==> src/rtl/vdbc_pkg.sv <==
// ----------------------------------------------------------------------------
// Vehicle drive and body control package
// Shared payload types, register indexes, command and output codes.
// ----------------------------------------------------------------------------
`default_nettype none

package vdbc_pkg;

    // Widths fixed by the field definitions.
    localparam int CFG_ADDR_W = 3;
    localparam int CFG_DATA_W = 8;
    localparam int ACK_W      = 4;
    localparam int STARTUP_W  = 8;
    localparam int PROD_W     = 15;

    // Default values of the module parameters.
    localparam int ACK_TICKS_DEF     = 8;
    localparam int BLINK_COUNT_DEF   = 3;
    localparam int STARTUP_TICKS_DEF = 60;

    // Configuration register indexes.
    localparam logic [CFG_ADDR_W-1:0] REG_TRIM_DEFAULT = 3'd0;
    localparam logic [CFG_ADDR_W-1:0] REG_TRIM_MIN     = 3'd1;
    localparam logic [CFG_ADDR_W-1:0] REG_TRIM_MAX     = 3'd2;
    localparam logic [CFG_ADDR_W-1:0] REG_GAIN_DEFAULT = 3'd3;
    localparam logic [CFG_ADDR_W-1:0] REG_GAIN_MIN     = 3'd4;
    localparam logic [CFG_ADDR_W-1:0] REG_GAIN_MAX     = 3'd5;
    localparam logic [CFG_ADDR_W-1:0] REG_GAIN_DIVISOR = 3'd6;

    // Configuration reset values.
    localparam logic signed [6:0] TRIM_DEFAULT_RST = 7'sd0;
    localparam logic signed [6:0] TRIM_MIN_RST     = -7'sd16;
    localparam logic signed [6:0] TRIM_MAX_RST     = 7'sd16;
    localparam logic [7:0]        GAIN_DEFAULT_RST = 8'd10;
    localparam logic [7:0]        GAIN_MIN_RST     = 8'd1;
    localparam logic [7:0]        GAIN_MAX_RST     = 8'd20;
    localparam logic [7:0]        GAIN_DIVISOR_RST = 8'd10;

    // Tick kinds.
    localparam logic ACT_DRIVE = 1'b0;
    localparam logic ACT_BODY  = 1'b1;

    // Trim and gain commands.
    localparam logic [1:0] CMD_NONE    = 2'd0;
    localparam logic [1:0] CMD_INIT    = 2'd1;
    localparam logic [1:0] STEER_RIGHT = 2'd2;
    localparam logic [1:0] STEER_LEFT  = 2'd3;
    localparam logic [1:0] GAIN_UP     = 2'd2;
    localparam logic [1:0] GAIN_DOWN   = 2'd3;

    // Turn signal codes.
    localparam logic [2:0] TURN_OFF         = 3'd0;
    localparam logic [2:0] TURN_BOTH_ON     = 3'd1;
    localparam logic [2:0] TURN_RIGHT_ON    = 3'd2;
    localparam logic [2:0] TURN_LEFT_ON     = 3'd3;
    localparam logic [2:0] TURN_BOTH_BLINK  = 3'd4;
    localparam logic [2:0] TURN_RIGHT_BLINK = 3'd5;
    localparam logic [2:0] TURN_LEFT_BLINK  = 3'd6;
    localparam logic [2:0] TURN_UNUSED      = 3'd7;

    // Buzzer codes.
    localparam logic [1:0] BUZZ_OFF    = 2'd0;
    localparam logic [1:0] BUZZ_ON     = 2'd1;
    localparam logic [1:0] BUZZ_BEEP   = 2'd2;
    localparam logic [1:0] BUZZ_UNUSED = 2'd3;

    typedef struct packed {
        logic              action;
        logic signed [7:0] angle_in;
        logic signed [7:0] speed_in;
        logic              brake_in;
        logic [1:0]        steer_cmd;
        logic [1:0]        gain_cmd;
        logic              head_switch;
        logic              fog_switch;
        logic              hazard_switch;
        logic              right_switch;
        logic              left_switch;
    } t_vdbc_in;

    typedef struct packed {
        logic signed [7:0] steer_out;
        logic signed [7:0] speed_out;
        logic              brake_out;
        logic              head_lamp;
        logic              fog_lamp;
        logic              brake_lamp;
        logic              back_lamp;
        logic [2:0]        turn_signal;
        logic [1:0]        buzzer;
    } t_vdbc_out;

endpackage

`default_nettype wire

==> src/rtl/vehicle_drive_and_body_control.sv <==
// ----------------------------------------------------------------------------
// Vehicle drive and body control
// Steering trim, scaled speed and brake for drive ticks; lamps, turn signal
// and buzzer for body ticks, with a start-up blink phase.
// ----------------------------------------------------------------------------
//
// Usage notes.
// The input channel (i_in_valid / o_in_stall / i_in_data) carries one tick per
// transaction, either a drive tick or a body tick. Every tick produces exactly
// one result transaction on the output channel (o_out_valid / i_out_stall /
// o_out_data) that carries all held output fields.
// A drive tick runs a bit-serial shift-add multiply of |speed| by the gain
// and a restoring divide by the divisor, one quotient bit per cycle, in the
// states S_MUL and S_DIV; then S_DONE hands its result to the output
// register, and o_in_stall holds off the next tick until then. A body tick is
// settled in the acceptance cycle; its result goes through r_held and S_DONE
// into the output register, and the next tick waits until S_DONE is left.
// The result sits in an output register. If the receiver stalls, a finished
// result waits there while the next tick is accepted and worked on; the block
// only holds off a new result, and then new input, until that register drains.
// Configuration writes (i_cfg_we / i_cfg_addr / i_cfg_wdata) are to be made
// while the block is idle; the block does not enforce this. Synchronous low
// i_rst_n resets all registers but r_out and the serial datapath, reloads
// trim and gain, empties the output register, restarts the start-up blink.
// ----------------------------------------------------------------------------
`default_nettype none

module vehicle_drive_and_body_control #(
    parameter int ACK_TICKS     = vdbc_pkg::ACK_TICKS_DEF,
    parameter int BLINK_COUNT   = vdbc_pkg::BLINK_COUNT_DEF,
    parameter int STARTUP_TICKS = vdbc_pkg::STARTUP_TICKS_DEF
) (
    input  wire                                 i_clk,
    input  wire                                 i_rst_n,
    // Input transactions
    input  wire                                 i_in_valid,
    output logic                                o_in_stall,
    input  wire  vdbc_pkg::t_vdbc_in            i_in_data,
    // Output transactions
    output logic                                o_out_valid,
    input  wire                                 i_out_stall,
    output vdbc_pkg::t_vdbc_out                 o_out_data,
    // Configuration writes
    input  wire                                 i_cfg_we,
    input  wire  [vdbc_pkg::CFG_ADDR_W-1:0]     i_cfg_addr,
    input  wire  [vdbc_pkg::CFG_DATA_W-1:0]     i_cfg_wdata
);

    import vdbc_pkg::*;

    // The start-up blink toggles every BLINK_PERIOD body ticks.
    localparam int BLINK_RAW    = STARTUP_TICKS / (BLINK_COUNT * 2);
    localparam int BLINK_PERIOD = (BLINK_RAW == 0) ? 1 : BLINK_RAW;
    localparam int BLINK_W      = (BLINK_PERIOD > 1) ? $clog2(BLINK_PERIOD) : 1;

    localparam logic [1:0] S_IDLE = 2'd0;
    localparam logic [1:0] S_MUL  = 2'd1;
    localparam logic [1:0] S_DIV  = 2'd2;
    localparam logic [1:0] S_DONE = 2'd3;

    localparam logic [3:0] MUL_LAST = 4'd7;
    localparam logic [3:0] DIV_LAST = 4'(PROD_W - 1);

    // Control state
    logic [1:0]             r_state;
    logic [3:0]             r_cnt;
    logic                   r_out_valid;
    t_vdbc_out              r_out;
    t_vdbc_out              r_held;

    // Configuration registers
    logic signed [6:0]      r_trim_default, r_trim_min, r_trim_max;
    logic [7:0]             r_gain_default, r_gain_min, r_gain_max, r_gain_divisor;

    // Block state
    logic signed [6:0]      r_trim;
    logic [7:0]             r_gain;
    logic [ACK_W-1:0]       r_ack_both, r_ack_right, r_ack_left;
    logic                   r_last_neg;
    logic                   r_last_brake;
    logic [STARTUP_W-1:0]   r_startup_cnt;
    logic [BLINK_W-1:0]     r_blink_cnt;
    logic                   r_blink_odd;
    logic [4:0]             r_toggle;
    logic [4:0]             r_prev_sw;

    // Serial datapath
    logic [7:0]             r_mul;
    logic [PROD_W-1:0]      r_acc;
    logic [7:0]             r_rem;
    logic                   r_neg;

    logic                   in_fire;
    logic                   out_free;

    assign o_in_stall  = (r_state != S_IDLE);
    assign in_fire     = i_in_valid && !o_in_stall;
    assign out_free    = !r_out_valid || !i_out_stall;
    assign o_out_valid = r_out_valid;
    assign o_out_data  = r_out;

    // ------------------------------------------------------------------
    // Drive tick: trim and gain commands, acknowledge loads, steering sum.
    // ------------------------------------------------------------------
    logic signed [6:0]  n_trim;
    logic [7:0]         n_gain;
    logic [ACK_W-1:0]   n_drv_both, n_drv_right, n_drv_left;
    logic signed [8:0]  steer_sum;
    logic signed [7:0]  steer_sat;
    logic [7:0]         speed_abs;

    always_comb begin
        n_trim = r_trim;
        case (i_in_data.steer_cmd)
            CMD_INIT: begin
                n_trim = r_trim_default;
            end
            STEER_RIGHT: begin
                if (r_trim > r_trim_min) n_trim = r_trim - 7'sd1;
            end
            STEER_LEFT: begin
                if (r_trim < r_trim_max) n_trim = r_trim + 7'sd1;
            end
            default: begin
                n_trim = r_trim;
            end
        endcase

        n_gain = r_gain;
        case (i_in_data.gain_cmd)
            CMD_INIT: begin
                n_gain = r_gain_default;
            end
            GAIN_UP: begin
                if (r_gain < r_gain_max) n_gain = r_gain + 8'd1;
            end
            GAIN_DOWN: begin
                if (r_gain > r_gain_min) n_gain = r_gain - 8'd1;
            end
            default: begin
                n_gain = r_gain;
            end
        endcase

        // Any command other than none restarts an acknowledge countdown.
        n_drv_both  = r_ack_both;
        n_drv_right = r_ack_right;
        n_drv_left  = r_ack_left;
        if (i_in_data.steer_cmd == CMD_INIT || i_in_data.gain_cmd == CMD_INIT)
            n_drv_both = ACK_W'(ACK_TICKS);
        if (i_in_data.steer_cmd == STEER_RIGHT || i_in_data.gain_cmd == GAIN_UP)
            n_drv_right = ACK_W'(ACK_TICKS);
        if (i_in_data.steer_cmd == STEER_LEFT || i_in_data.gain_cmd == GAIN_DOWN)
            n_drv_left = ACK_W'(ACK_TICKS);

        steer_sum = 9'(i_in_data.angle_in) + 9'(n_trim);
        if (steer_sum > 9'sd127)
            steer_sat = 8'sd127;
        else if (steer_sum < -9'sd128)
            steer_sat = -8'sd128;
        else
            steer_sat = steer_sum[7:0];

        // Magnitude of the speed; the most negative code maps to 128.
        speed_abs = i_in_data.speed_in[7] ? 8'(-i_in_data.speed_in)
                                          : i_in_data.speed_in;
    end

    // ------------------------------------------------------------------
    // Body tick: start-up blink or switch latches, lamps and turn signal.
    // ------------------------------------------------------------------
    logic [4:0]            sw;
    logic [4:0]            n_toggle;
    logic [ACK_W-1:0]      n_body_both, n_body_right, n_body_left;
    logic [STARTUP_W-1:0]  n_startup_cnt;
    logic [BLINK_W-1:0]    n_blink_cnt;
    logic                  n_blink_odd;
    t_vdbc_out             n_body;

    assign sw = {i_in_data.left_switch, i_in_data.right_switch,
                 i_in_data.hazard_switch, i_in_data.fog_switch,
                 i_in_data.head_switch};

    always_comb begin
        n_toggle      = r_toggle;
        n_body_both   = r_ack_both;
        n_body_right  = r_ack_right;
        n_body_left   = r_ack_left;
        n_startup_cnt = r_startup_cnt;
        n_blink_cnt   = r_blink_cnt;
        n_blink_odd   = r_blink_odd;
        n_body        = r_held;

        if (r_startup_cnt <= STARTUP_W'(STARTUP_TICKS)) begin
            // Start-up phase: everything on in even blink periods.
            n_body.head_lamp   = !r_blink_odd;
            n_body.fog_lamp    = !r_blink_odd;
            n_body.brake_lamp  = !r_blink_odd;
            n_body.back_lamp   = !r_blink_odd;
            n_body.turn_signal = r_blink_odd ? TURN_OFF : TURN_BOTH_ON;
            n_body.buzzer      = r_blink_odd ? BUZZ_OFF : BUZZ_ON;
            n_startup_cnt      = r_startup_cnt + STARTUP_W'(1);
            if (r_blink_cnt == BLINK_W'(BLINK_PERIOD - 1)) begin
                n_blink_cnt = '0;
                n_blink_odd = !r_blink_odd;
            end else begin
                n_blink_cnt = r_blink_cnt + BLINK_W'(1);
            end
        end else begin
            n_toggle = r_toggle ^ (sw & ~r_prev_sw);

            n_body.head_lamp  = n_toggle[0];
            n_body.fog_lamp   = n_toggle[1];
            n_body.brake_lamp = r_last_brake;
            n_body.back_lamp  = r_last_neg;
            n_body.buzzer     = r_last_neg ? BUZZ_BEEP : BUZZ_OFF;

            if (r_ack_both != '0 || r_ack_right != '0 || r_ack_left != '0) begin
                // Countdowns run in the order both, right, left; the last one
                // that is still running decides the code.
                if (r_ack_both != '0) begin
                    n_body_both = r_ack_both - ACK_W'(1);
                    n_body.turn_signal = (n_body_both == '0) ? TURN_OFF : TURN_BOTH_ON;
                end
                if (r_ack_right != '0) begin
                    n_body_right = r_ack_right - ACK_W'(1);
                    n_body.turn_signal = (n_body_right == '0) ? TURN_OFF : TURN_RIGHT_ON;
                end
                if (r_ack_left != '0) begin
                    n_body_left = r_ack_left - ACK_W'(1);
                    n_body.turn_signal = (n_body_left == '0) ? TURN_OFF : TURN_LEFT_ON;
                end
            end else if (n_toggle[2] || (n_toggle[3] && n_toggle[4])) begin
                n_body.turn_signal = TURN_BOTH_BLINK;
            end else if (n_toggle[3]) begin
                n_body.turn_signal = TURN_RIGHT_BLINK;
            end else if (n_toggle[4]) begin
                n_body.turn_signal = TURN_LEFT_BLINK;
            end else begin
                n_body.turn_signal = TURN_OFF;
            end
        end
    end

    // ------------------------------------------------------------------
    // Serial multiply and divide steps.
    // ------------------------------------------------------------------
    logic [7:0]         div_eff;
    logic [PROD_W-1:0]  n_mul_acc;
    logic [8:0]         rem_sh;
    logic               q_bit;
    logic [7:0]         n_rem;
    logic [PROD_W-1:0]  n_div_acc;
    logic signed [7:0]  speed_sat;

    always_comb begin
        div_eff = (r_gain_divisor == 8'd0) ? 8'd1 : r_gain_divisor;

        // Shift-add, most significant multiplier bit first.
        n_mul_acc = {r_acc[PROD_W-2:0], 1'b0} + (r_mul[7] ? PROD_W'(r_gain) : '0);

        // Restoring divide; the dividend shifts out as quotient bits shift in.
        rem_sh    = {r_rem, r_acc[PROD_W-1]};
        q_bit     = (rem_sh >= {1'b0, div_eff});
        n_rem     = q_bit ? 8'(rem_sh - {1'b0, div_eff}) : rem_sh[7:0];
        n_div_acc = {r_acc[PROD_W-2:0], q_bit};

        // Quotient magnitude back to a signed, saturated byte.
        if (r_neg)
            speed_sat = (n_div_acc > PROD_W'(128)) ? -8'sd128 : 8'(-n_div_acc);
        else
            speed_sat = (n_div_acc > PROD_W'(127)) ? 8'sd127 : n_div_acc[7:0];
    end

    // ------------------------------------------------------------------
    // Registers
    // ------------------------------------------------------------------
    always_ff @(posedge i_clk) begin
        if (!i_rst_n) begin
            r_state        <= S_IDLE;
            r_cnt          <= '0;
            r_out_valid    <= 1'b0;
            r_held         <= '0;
            r_trim_default <= TRIM_DEFAULT_RST;
            r_trim_min     <= TRIM_MIN_RST;
            r_trim_max     <= TRIM_MAX_RST;
            r_gain_default <= GAIN_DEFAULT_RST;
            r_gain_min     <= GAIN_MIN_RST;
            r_gain_max     <= GAIN_MAX_RST;
            r_gain_divisor <= GAIN_DIVISOR_RST;
            r_trim         <= TRIM_DEFAULT_RST;
            r_gain         <= GAIN_DEFAULT_RST;
            r_ack_both     <= '0;
            r_ack_right    <= '0;
            r_ack_left     <= '0;
            r_last_neg     <= 1'b0;
            r_last_brake   <= 1'b0;
            r_startup_cnt  <= '0;
            r_blink_cnt    <= '0;
            r_blink_odd    <= 1'b0;
            r_toggle       <= '0;
            r_prev_sw      <= '0;
        end else begin
            if (i_cfg_we) begin
                case (i_cfg_addr)
                    REG_TRIM_DEFAULT: r_trim_default <= i_cfg_wdata[6:0];
                    REG_TRIM_MIN:     r_trim_min     <= i_cfg_wdata[6:0];
                    REG_TRIM_MAX:     r_trim_max     <= i_cfg_wdata[6:0];
                    REG_GAIN_DEFAULT: r_gain_default <= i_cfg_wdata;
                    REG_GAIN_MIN:     r_gain_min     <= i_cfg_wdata;
                    REG_GAIN_MAX:     r_gain_max     <= i_cfg_wdata;
                    REG_GAIN_DIVISOR: r_gain_divisor <= i_cfg_wdata;
                    default: begin
                    end
                endcase
            end

            // The output register takes a finished tick, or empties when taken.
            if (r_state == S_DONE && out_free)
                r_out_valid <= 1'b1;
            else if (r_out_valid && !i_out_stall)
                r_out_valid <= 1'b0;

            case (r_state)
                S_IDLE: begin
                    if (in_fire) begin
                        if (i_in_data.action == ACT_DRIVE) begin
                            r_trim                <= n_trim;
                            r_gain                <= n_gain;
                            r_ack_both            <= n_drv_both;
                            r_ack_right           <= n_drv_right;
                            r_ack_left            <= n_drv_left;
                            r_held.steer_out      <= steer_sat;
                            r_held.brake_out      <= i_in_data.brake_in;
                            r_last_neg            <= i_in_data.speed_in[7];
                            r_last_brake          <= i_in_data.brake_in;
                            r_mul                 <= speed_abs;
                            r_neg                 <= i_in_data.speed_in[7];
                            r_acc                 <= '0;
                            r_cnt                 <= '0;
                            r_state               <= S_MUL;
                        end else begin
                            r_held                <= n_body;
                            r_toggle              <= n_toggle;
                            r_prev_sw             <= (r_startup_cnt <=
                                                      STARTUP_W'(STARTUP_TICKS))
                                                     ? r_prev_sw : sw;
                            r_ack_both            <= n_body_both;
                            r_ack_right           <= n_body_right;
                            r_ack_left            <= n_body_left;
                            r_startup_cnt         <= n_startup_cnt;
                            r_blink_cnt           <= n_blink_cnt;
                            r_blink_odd           <= n_blink_odd;
                            r_state               <= S_DONE;
                        end
                    end
                end
                S_MUL: begin
                    r_acc <= n_mul_acc;
                    r_mul <= {r_mul[6:0], 1'b0};
                    if (r_cnt == MUL_LAST) begin
                        r_cnt   <= '0;
                        r_rem   <= '0;
                        r_state <= S_DIV;
                    end else begin
                        r_cnt <= r_cnt + 4'd1;
                    end
                end
                S_DIV: begin
                    r_acc <= n_div_acc;
                    r_rem <= n_rem;
                    if (r_cnt == DIV_LAST) begin
                        r_held.speed_out <= speed_sat;
                        r_state          <= S_DONE;
                    end else begin
                        r_cnt <= r_cnt + 4'd1;
                    end
                end
                S_DONE: begin
                    // Hand the held fields to the output register once it drains.
                    if (out_free) begin
                        r_out       <= r_held;
                        r_state     <= S_IDLE;
                    end
                end
                default: begin
                    r_state <= S_IDLE;
                end
            endcase
        end
    end

endmodule

`default_nettype wire

==> config.mk <==
export PLATFORM = sky130hd
export DESIGN_NAME = vehicle_drive_and_body_control
export DESIGN_NICKNAME = d
export VERILOG_FILES = /design/src/rtl/vdbc_pkg.sv /design/src/rtl/vehicle_drive_and_body_control.sv
export SDC_FILE = /design/constraint.sdc
export NUM_CORES = 1
export LEC_CHECK = 0
export BUFFER_PORTS_ARGS = -buffer_cell sky130_fd_sc_hd__buf_4
export CAP_MARGIN = 20
export CORE_MARGIN = 1.5
export CORE_UTILIZATION = 50
export DETAILED_ROUTE_END_ITERATION = 8
export GPL_TIMING_DRIVEN = 0
export HOLD_SLACK_MARGIN = 0.02
export PLACE_DENSITY_LB_ADDON = 0.08
export SLEW_MARGIN = 20
export SYNTH_ARGS = -nofsm -noshare
export SYNTH_HDL_FRONTEND = slang
export SYNTH_SLANG_ARGS = --single-unit
==> constraint.sdc <==
create_clock -name i_clk -period 5.9 [get_ports i_clk]
set_clock_uncertainty 0.1 [all_clocks]
set_input_delay 1.18 -clock i_clk [delete_from_list [all_inputs] [get_ports i_clk]]
set_output_delay 1.18 -clock i_clk [all_outputs]
set_load 0.05 [all_outputs]
== Word-level counts from Yosys, hierarchy flattened ==
Cells that the tools add are included.
W data, S select, Z words.
Operators by class
  divide/modulo/power cells: 0
  equal/unequal tests: 32
  multiplexer cells: 68
  reduce and logical (&&, ||, !) cells: 58
  shift-type cells: 0
  multiply operators: 0
  magnitude comparators: 10
  add/subtract/negate cells: 15
  bitwise gates (word level): 6
Operators with widths (number)
  $mux W8: 15
  $mux W4: 20
  $pmux W8 S2: 3
  $pmux W15 S3: 1
  $reduce_and A4 Y1: 8
  $mux W15: 2
  $pmux W8 S3: 1
  $reduce_and A6 Y1: 4
  $mux W3: 7
  $pmux W7 S3: 1
  $ne A2 B2 Y1 const B: 9
  $add A8 B1 Y8 const B: 2
  $mux W2: 8
  $neg A8 Y8: 2
  $add A15 B8 Y15: 1
  $gt A15 B7 Y1 const B: 1
  $gt A15 B8 Y1 const B: 1
  $reduce_and A3 Y1: 5
  $mux W7: 2
  $reduce_and A2 Y1: 7
  $reduce_bool A2 Y1: 7
  $eq A2 B2 Y1 const B: 6
  $logic_not A4 Y1: 3
  $pmux W4 S3: 1
  39 further kinds: 72
Word-level totals
  memories kept: 0
  bits in latches: 0
  word-level logic and storage cells: 232
  memory bits (read-only): 0
  bits in writable memories: 0
  output and inout port bits: 28
  register bits: 195

== Depth between registers and ports, before layout ==
  depth after elaboration: 8
  gate-level depth with buffers: 18
  mapped depth without buffers: 17

== Worst setup path before layout ==
No wires, ideal clock.
  path type: input -> register
  start: input port i_in_data[8] (netlist bit)
  end: register r_held, in the netlist n_body[22]
  cell stages on the path: 12
  slack: 1.945 ns
  path buffers: 1
  arrival time: 3.780 ns
  library setup time: 0.074 ns
  cell sequence: clkbuf_1 -> inv_1 -> nor4_1 -> o31ai_1 -> and2_1 -> ha_1 -> a21o_1 -> and4_1 -> o41a_1 -> nor4_1 -> nor2_1 -> a31oi_1
Between the ends
  word-level cells in the longest chain between the ends: 6
RTL lines
  from (decl): line vehicle_drive_and_body_control.sv:38  | input wire vdbc_pkg::t_vdbc_in i_in_data,
  $eq A2 B2 Y1 / $eq A2 B1 Y1 (equally long branches): line vehicle_drive_and_body_control.sv:114  | case (i_in_data.steer_cmd)
  $pmux W7 S3 (*): line vehicle_drive_and_body_control.sv:114
  via n_trim[1]: line vehicle_drive_and_body_control.sv:105  | logic signed [6:0] n_trim;
  $add A8 B7 Y9 (*): line vehicle_drive_and_body_control.sv:156  | steer_sum = 9'(i_in_data.angle_in) + 9'(n_trim);
  $lt A9 B8 Y1: line vehicle_drive_and_body_control.sv:159  | else if (steer_sum < -9'sd128)
  $mux W8: line vehicle_drive_and_body_control.sv:159
  $mux W8 (*): line vehicle_drive_and_body_control.sv:157  | if (steer_sum > 9'sd127)
  to (signal assigned): line vehicle_drive_and_body_control.sv:343  | r_held <= n_body;
  to (decl): line vehicle_drive_and_body_control.sv:69  | t_vdbc_out r_held;
Mark *: on every way through the listed nets, which the timed path passes. The rest lies on a longest branch.
A chain may end at the register's enable or synchronous reset.

== Worst setup path after layout ==
  start: register r_gain_divisor[4]
  end: register r_held, in the netlist n_body[13]
Between the ends
  word-level cells in the longest chain between the ends: 8
RTL lines
  from (decl): line vehicle_drive_and_body_control.sv:73  | logic [7:0] r_gain_default, r_gain_min, r_gain_max, r_gain_divisor;
  from (signal assigned): line vehicle_drive_and_body_control.sv:312  | REG_GAIN_DIVISOR: r_gain_divisor <= i_cfg_wdata;
  $logic_not A8 Y1: line vehicle_drive_and_body_control.sv:257  | div_eff = (r_gain_divisor == 8'd0) ? 8'd1 : r_gain_divisor;
  $mux W8 (*): line vehicle_drive_and_body_control.sv:257
  $ge A9 B8 Y1 (*): line vehicle_drive_and_body_control.sv:264  | q_bit = (rem_sh >= {1'b0, div_eff});
  $gt A15 B7 Y1, or another cell as far along: line vehicle_drive_and_body_control.sv:272  | speed_sat = (n_div_acc > PROD_W'(127)) ? 8'sd127 : n_div_acc[7:0];
  $mux W8, on equally long branches: line vehicle_drive_and_body_control.sv:272, vehicle_drive_and_body_control.sv:270
  $mux W8 (*): line vehicle_drive_and_body_control.sv:269  | if (r_neg)
  $mux W8 (*): line vehicle_drive_and_body_control.sv:372  | if (r_cnt == DIV_LAST) begin
  $pmux W8 S2 (*): line vehicle_drive_and_body_control.sv:324  | case (r_state)
Mark *: on every way between the ends. The rest lies on a longest branch, timed or not. The select of a mux whose other input is x is not followed.

==> summary.md <==
| Metric | Value |
|---|---|
| CP Buf/Inv Count | `2` |
| Routability cong. | `0.935` |
| Final hold violation count | `0` |
| Max-cap viol count | `0` |
| Slew margin rel. | `0.403` |
| # IOs | `71` |
| Measured slew at the worst slew-check pin | `0.888 ns` |
| Sequential fraction of the synthesis area | `0.390` |
| Iteration count of the initial detailed-routing pass | `5` |
| Port Buffer Count | `68` |
| Post-synth net total | `1,478` |
| CTS resizes | `0` |
| CTS Buf Count | `17` |
| Die Width | `155 um` |
| Violation count after the first detailed-route iteration | `770` |
| Remaining DRCs | `0` |
| Initial antenna violation count | `0` |
| CTS tree | `built` |
| Die area | `23,900 um2` |
| Largest net degree at the start of global routing | `23` |
| Initial core utilization | `0.509` |
| CP most frequent cell | `ha_1` |
| Critical path data required time | `6.18 ns` |
| Critical path peak fanout | `10` |
| Die Y | `155 um` |
| Outcome | `completed` |
| Layout cell share with drive strength beyond 1 | `0.0902` |
| Post-CTS Hold Fix Bufs | `0` |
| RSZ-0062 raised after global routing | `false` |
| Post-DP HPWL | `22,800 um` |
| Crit end category | `flop` |
| Min Tclk post-route | `4.50 ns` |
| Hold WC Path Type | `reg -> reg` |
| Setup bufs post-CTS | `0` |
| Yosys Warn Count | `0` |
| Worst path top cell family by delay | `compound AO/OA/AOI/OAI gates` |
| Overflow after GRT | `0` |
| Number of enable flip-flop cells after synthesis | `58` |
| Crit path arrival time | `4.78 ns` |
| Final period util | `0.762` |
| Post-synth ARST share | `0` |
| Number of global-route vias before repair | `9,794` |
| Max incr delay on CP | `0.42 ns` |
| Core area | `22,600 um2` |
| Dominant synthesized flop cell | `dfxtp_1` |
| Post-synthesis register bit count | `195` |
| Area of the multi-input gates | `6480 um2` |
| PD cells | `318 nW/um2` |
| Max IR drop VDD | `0.216 mV` |
| Kind of start point of the critical path | `flop` |
| Longest Clk Path Bufs | `2` |
| Cell row count | `55` |
| Mapped Area | `11,500 um2` |
| First-pass GRT wire length | `50,100 um` |
| Vias | `10,200` |
| Global Route Usage Sum | `0.265` |
| CP Cell Sequence | `nor4_1 > a41o_1 > ha_1 > nand2b_1 > a211o_1 > a21o_1 > a211o_2 > inv_2 > buf_4 > ha_1 > or3b_1 > o41ai_2 > nand2_1 > a2111oi_0 > o21ai_0 > a31oi_1` |
| Area Growth Syn to Fin | `13.3%` |
| Final setup TNS | `0 ns` |
| Cell count after synthesis | `1,351` |
| Final setup fails | `0` |
| Vias per inst | `5.87` |
| # clock sinks | `195` |
| Root Buffer | `clkbuf_16` |
| Pleak | `5.12 nW` |
| DRT antenna net count | `0` |
| CTS H-tree lvls | `4` |
| Worst skew pair latency | `0.45 ns` |
| Power, Total | `0.00414 W` |
| WL final | `31,000 um` |
| Yosys cell types | `80` |
| Critical Path Slowest Stage Cell | `a2111oi_0` |
| Worst Path Class, Setup | `reg -> reg` |
| Clk pin slew, worst setup/hold paths | `0.08 ns` |
| Fin. max-slew vios | `0` |
| Syn_area_per_cell | `8.51 um2` |
| Fin nets | `1,566` |
| Avg WL per Cell | `17.8 um` |
| Register area | `4480 um2` |
| Finished Core Util | `0.577` |
| Ant diodes | `0` |
| # fillers | `2,069` |
| Highest clock rate | `0.222 GHz` |
-- cells in the final DEF, fill, tap and decap left out, types with 7 or more instances in the layout --
cell type	netlist	layout
a21oi_1	111	110
a211oi_1	20	19
a21o_1	9	9
nand2_1	172	172
and2_1	16	16
dfxtp_1	137	137
xor2_1	20	20
buf_1	7	7
a211o_1	7	7
buf_4	2	70
o31ai_1	9	9
clkbuf_1	42	42
ha_1	80	80
a31oi_1	31	31
and3_1	18	18
mux2i_1	27	27
nand4_1	16	16
nor2_1	114	114
nor3b_1	10	10
nor2b_1	24	24
o21ai_0	66	66
or3_1	9	9
nand2b_1	16	16
a22oi_1	8	8
o21a_1	11	11
o211ai_1	20	20
nand3_1	41	41
inv_1	84	84
clkbuf_16	0	17
nor3_1	35	35
edfxtp_1	58	58
nor4_1	11	11
xnor2_1	16	16
-- registers in the layout (all words and copies together), names as in the netlist, 9 cells and up --
name	flops
r_held	9
o_out_data	26
r_acc	15
n_body	16
-- worst paths after layout --
| check | from | slack [ns] | end | cells past startpoint |
|---|---|---|---|---|
| setup reg to reg | r_gain_divisor[4]$_SDFFE_PN0P_ | 1.40 | n_body[13]$_SDFFE_PN0P_ | 16 |
| setup / recovery | r_gain_divisor[4]$_SDFFE_PN0P_ | 1.40 | n_body[13]$_SDFFE_PN0P_ | 16 |
| hold / removal | r_held[8]$_SDFFE_PN0P_ | 0.33 | o_out_data[8]$_DFFE_PP_ | 0 |
| hold reg to reg | r_held[8]$_SDFFE_PN0P_ | 0.33 | o_out_data[8]$_DFFE_PP_ | 0 |
-- where the power goes --
group / internal, W / total (W) / switching (W)
Combinational: 0.000458 / 0.00127 / 0.000810
Sequential: 0.00154 / 0.00167 / 0.000131
Clock: 0.000590 / 0.00120 / 0.000610
Total: 0.00259 / 0.00414 / 0.00155
-- routing by layer --
| metal | GRT usage | share of wire | routed length, um |
|---|---|---|---|
| met5 | 0 | 0 | 0 |
| met4 | 0.0815 | 0.019 | 586 |
| met3 | 0.0474 | 0.044 | 1360 |
| met2 | 0.443 | 0.47 | 14600 |
| met1 | 0.348 | 0.46 | 14400 |
-- kinds of logic (layout without fill, tap and decap cells) --
family | Yosys count | after routing | share of synthesized area
AO/OA/AOI/OAI | 360 | 360 | 0.207
XOR/XNOR | 36 | 36 | 0.0274
adder cells (fa/ha/maj) | 84 | 84 | 0.0941
buffers and inverters | 142 | 243 | 0.0475
flip-flops | 195 | 195 | 0.390
multiplexers | 29 | 29 | 0.0255
AND/OR/NAND/NOR | 505 | 505 | 0.209
-- worst register-to-register path, stage by stage, from the launching register on --
cell	delay (ns)
dfxtp_1	0.33
nor4_1	0.30
a41o_1	0.25
ha_1	0.25
nand2b_1	0.15
a211o_1	0.31
a21o_1	0.20
a211o_2	0.41
inv_2	0.08
buf_4	0.18
ha_1	0.26
or3b_1	0.40
o41ai_2	0.36
nand2_1	0.12
a2111oi_0	0.42
o21ai_0	0.15
a31oi_1	0.18
-- through the flow --
step	cells	instance area (um2)	setup WS, ns	hold slack, ns
6_report	1737	13000	1.40	0.334
3_5_place_dp	1705	12400	1.23	0.314
2_1_floorplan	1351	11500	1.95	0.303
3_3_place_gp	1704	12400	0.763	0.312
5_1_grt	1737	13000	1.07	0.343
4_1_cts	1737	13000	1.45	0.334
-- cells in the mapped netlist (11+ instances only) --
| cell | instances | area share |
|---|---|---|
| ha_1 | 80 | 0.087 |
| inv_1 | 84 | 0.027 |
| xor2_1 | 20 | 0.015 |
| nor4_1 | 11 | 0.0060 |
| a21oi_1 | 111 | 0.048 |
| nor2_1 | 114 | 0.037 |
| a31oi_1 | 31 | 0.017 |
| and2_1 | 16 | 0.0087 |
| nand2b_1 | 16 | 0.0087 |
| nand2_1 | 172 | 0.056 |
| and3_1 | 18 | 0.0098 |
| o21a_1 | 11 | 0.0072 |
| nand4_1 | 16 | 0.0087 |
| nor2b_1 | 24 | 0.013 |
| dfxtp_1 | 137 | 0.24 |
| clkbuf_1 | 42 | 0.014 |
| xnor2_1 | 16 | 0.012 |
| o21ai_0 | 66 | 0.029 |
| edfxtp_1 | 58 | 0.15 |
| nand3_1 | 41 | 0.018 |
| o211ai_1 | 20 | 0.013 |
| nor3_1 | 35 | 0.015 |
| a211oi_1 | 20 | 0.013 |
| mux2i_1 | 27 | 0.024 |
-- final cells by class --
type / instances / area share
multi-input combinational: 1014 / 0.498
sequential: 195 / 0.344
timing repair buffer: 69 / 0.0413
clock buffer: 18 / 0.0337
tap: 285 / 0.0274
inverter: 87 / 0.0251
buffer: 55 / 0.0168
clock inverter: 14 / 0.0136
Note: power is estimated with default switching activity, not from simulation.
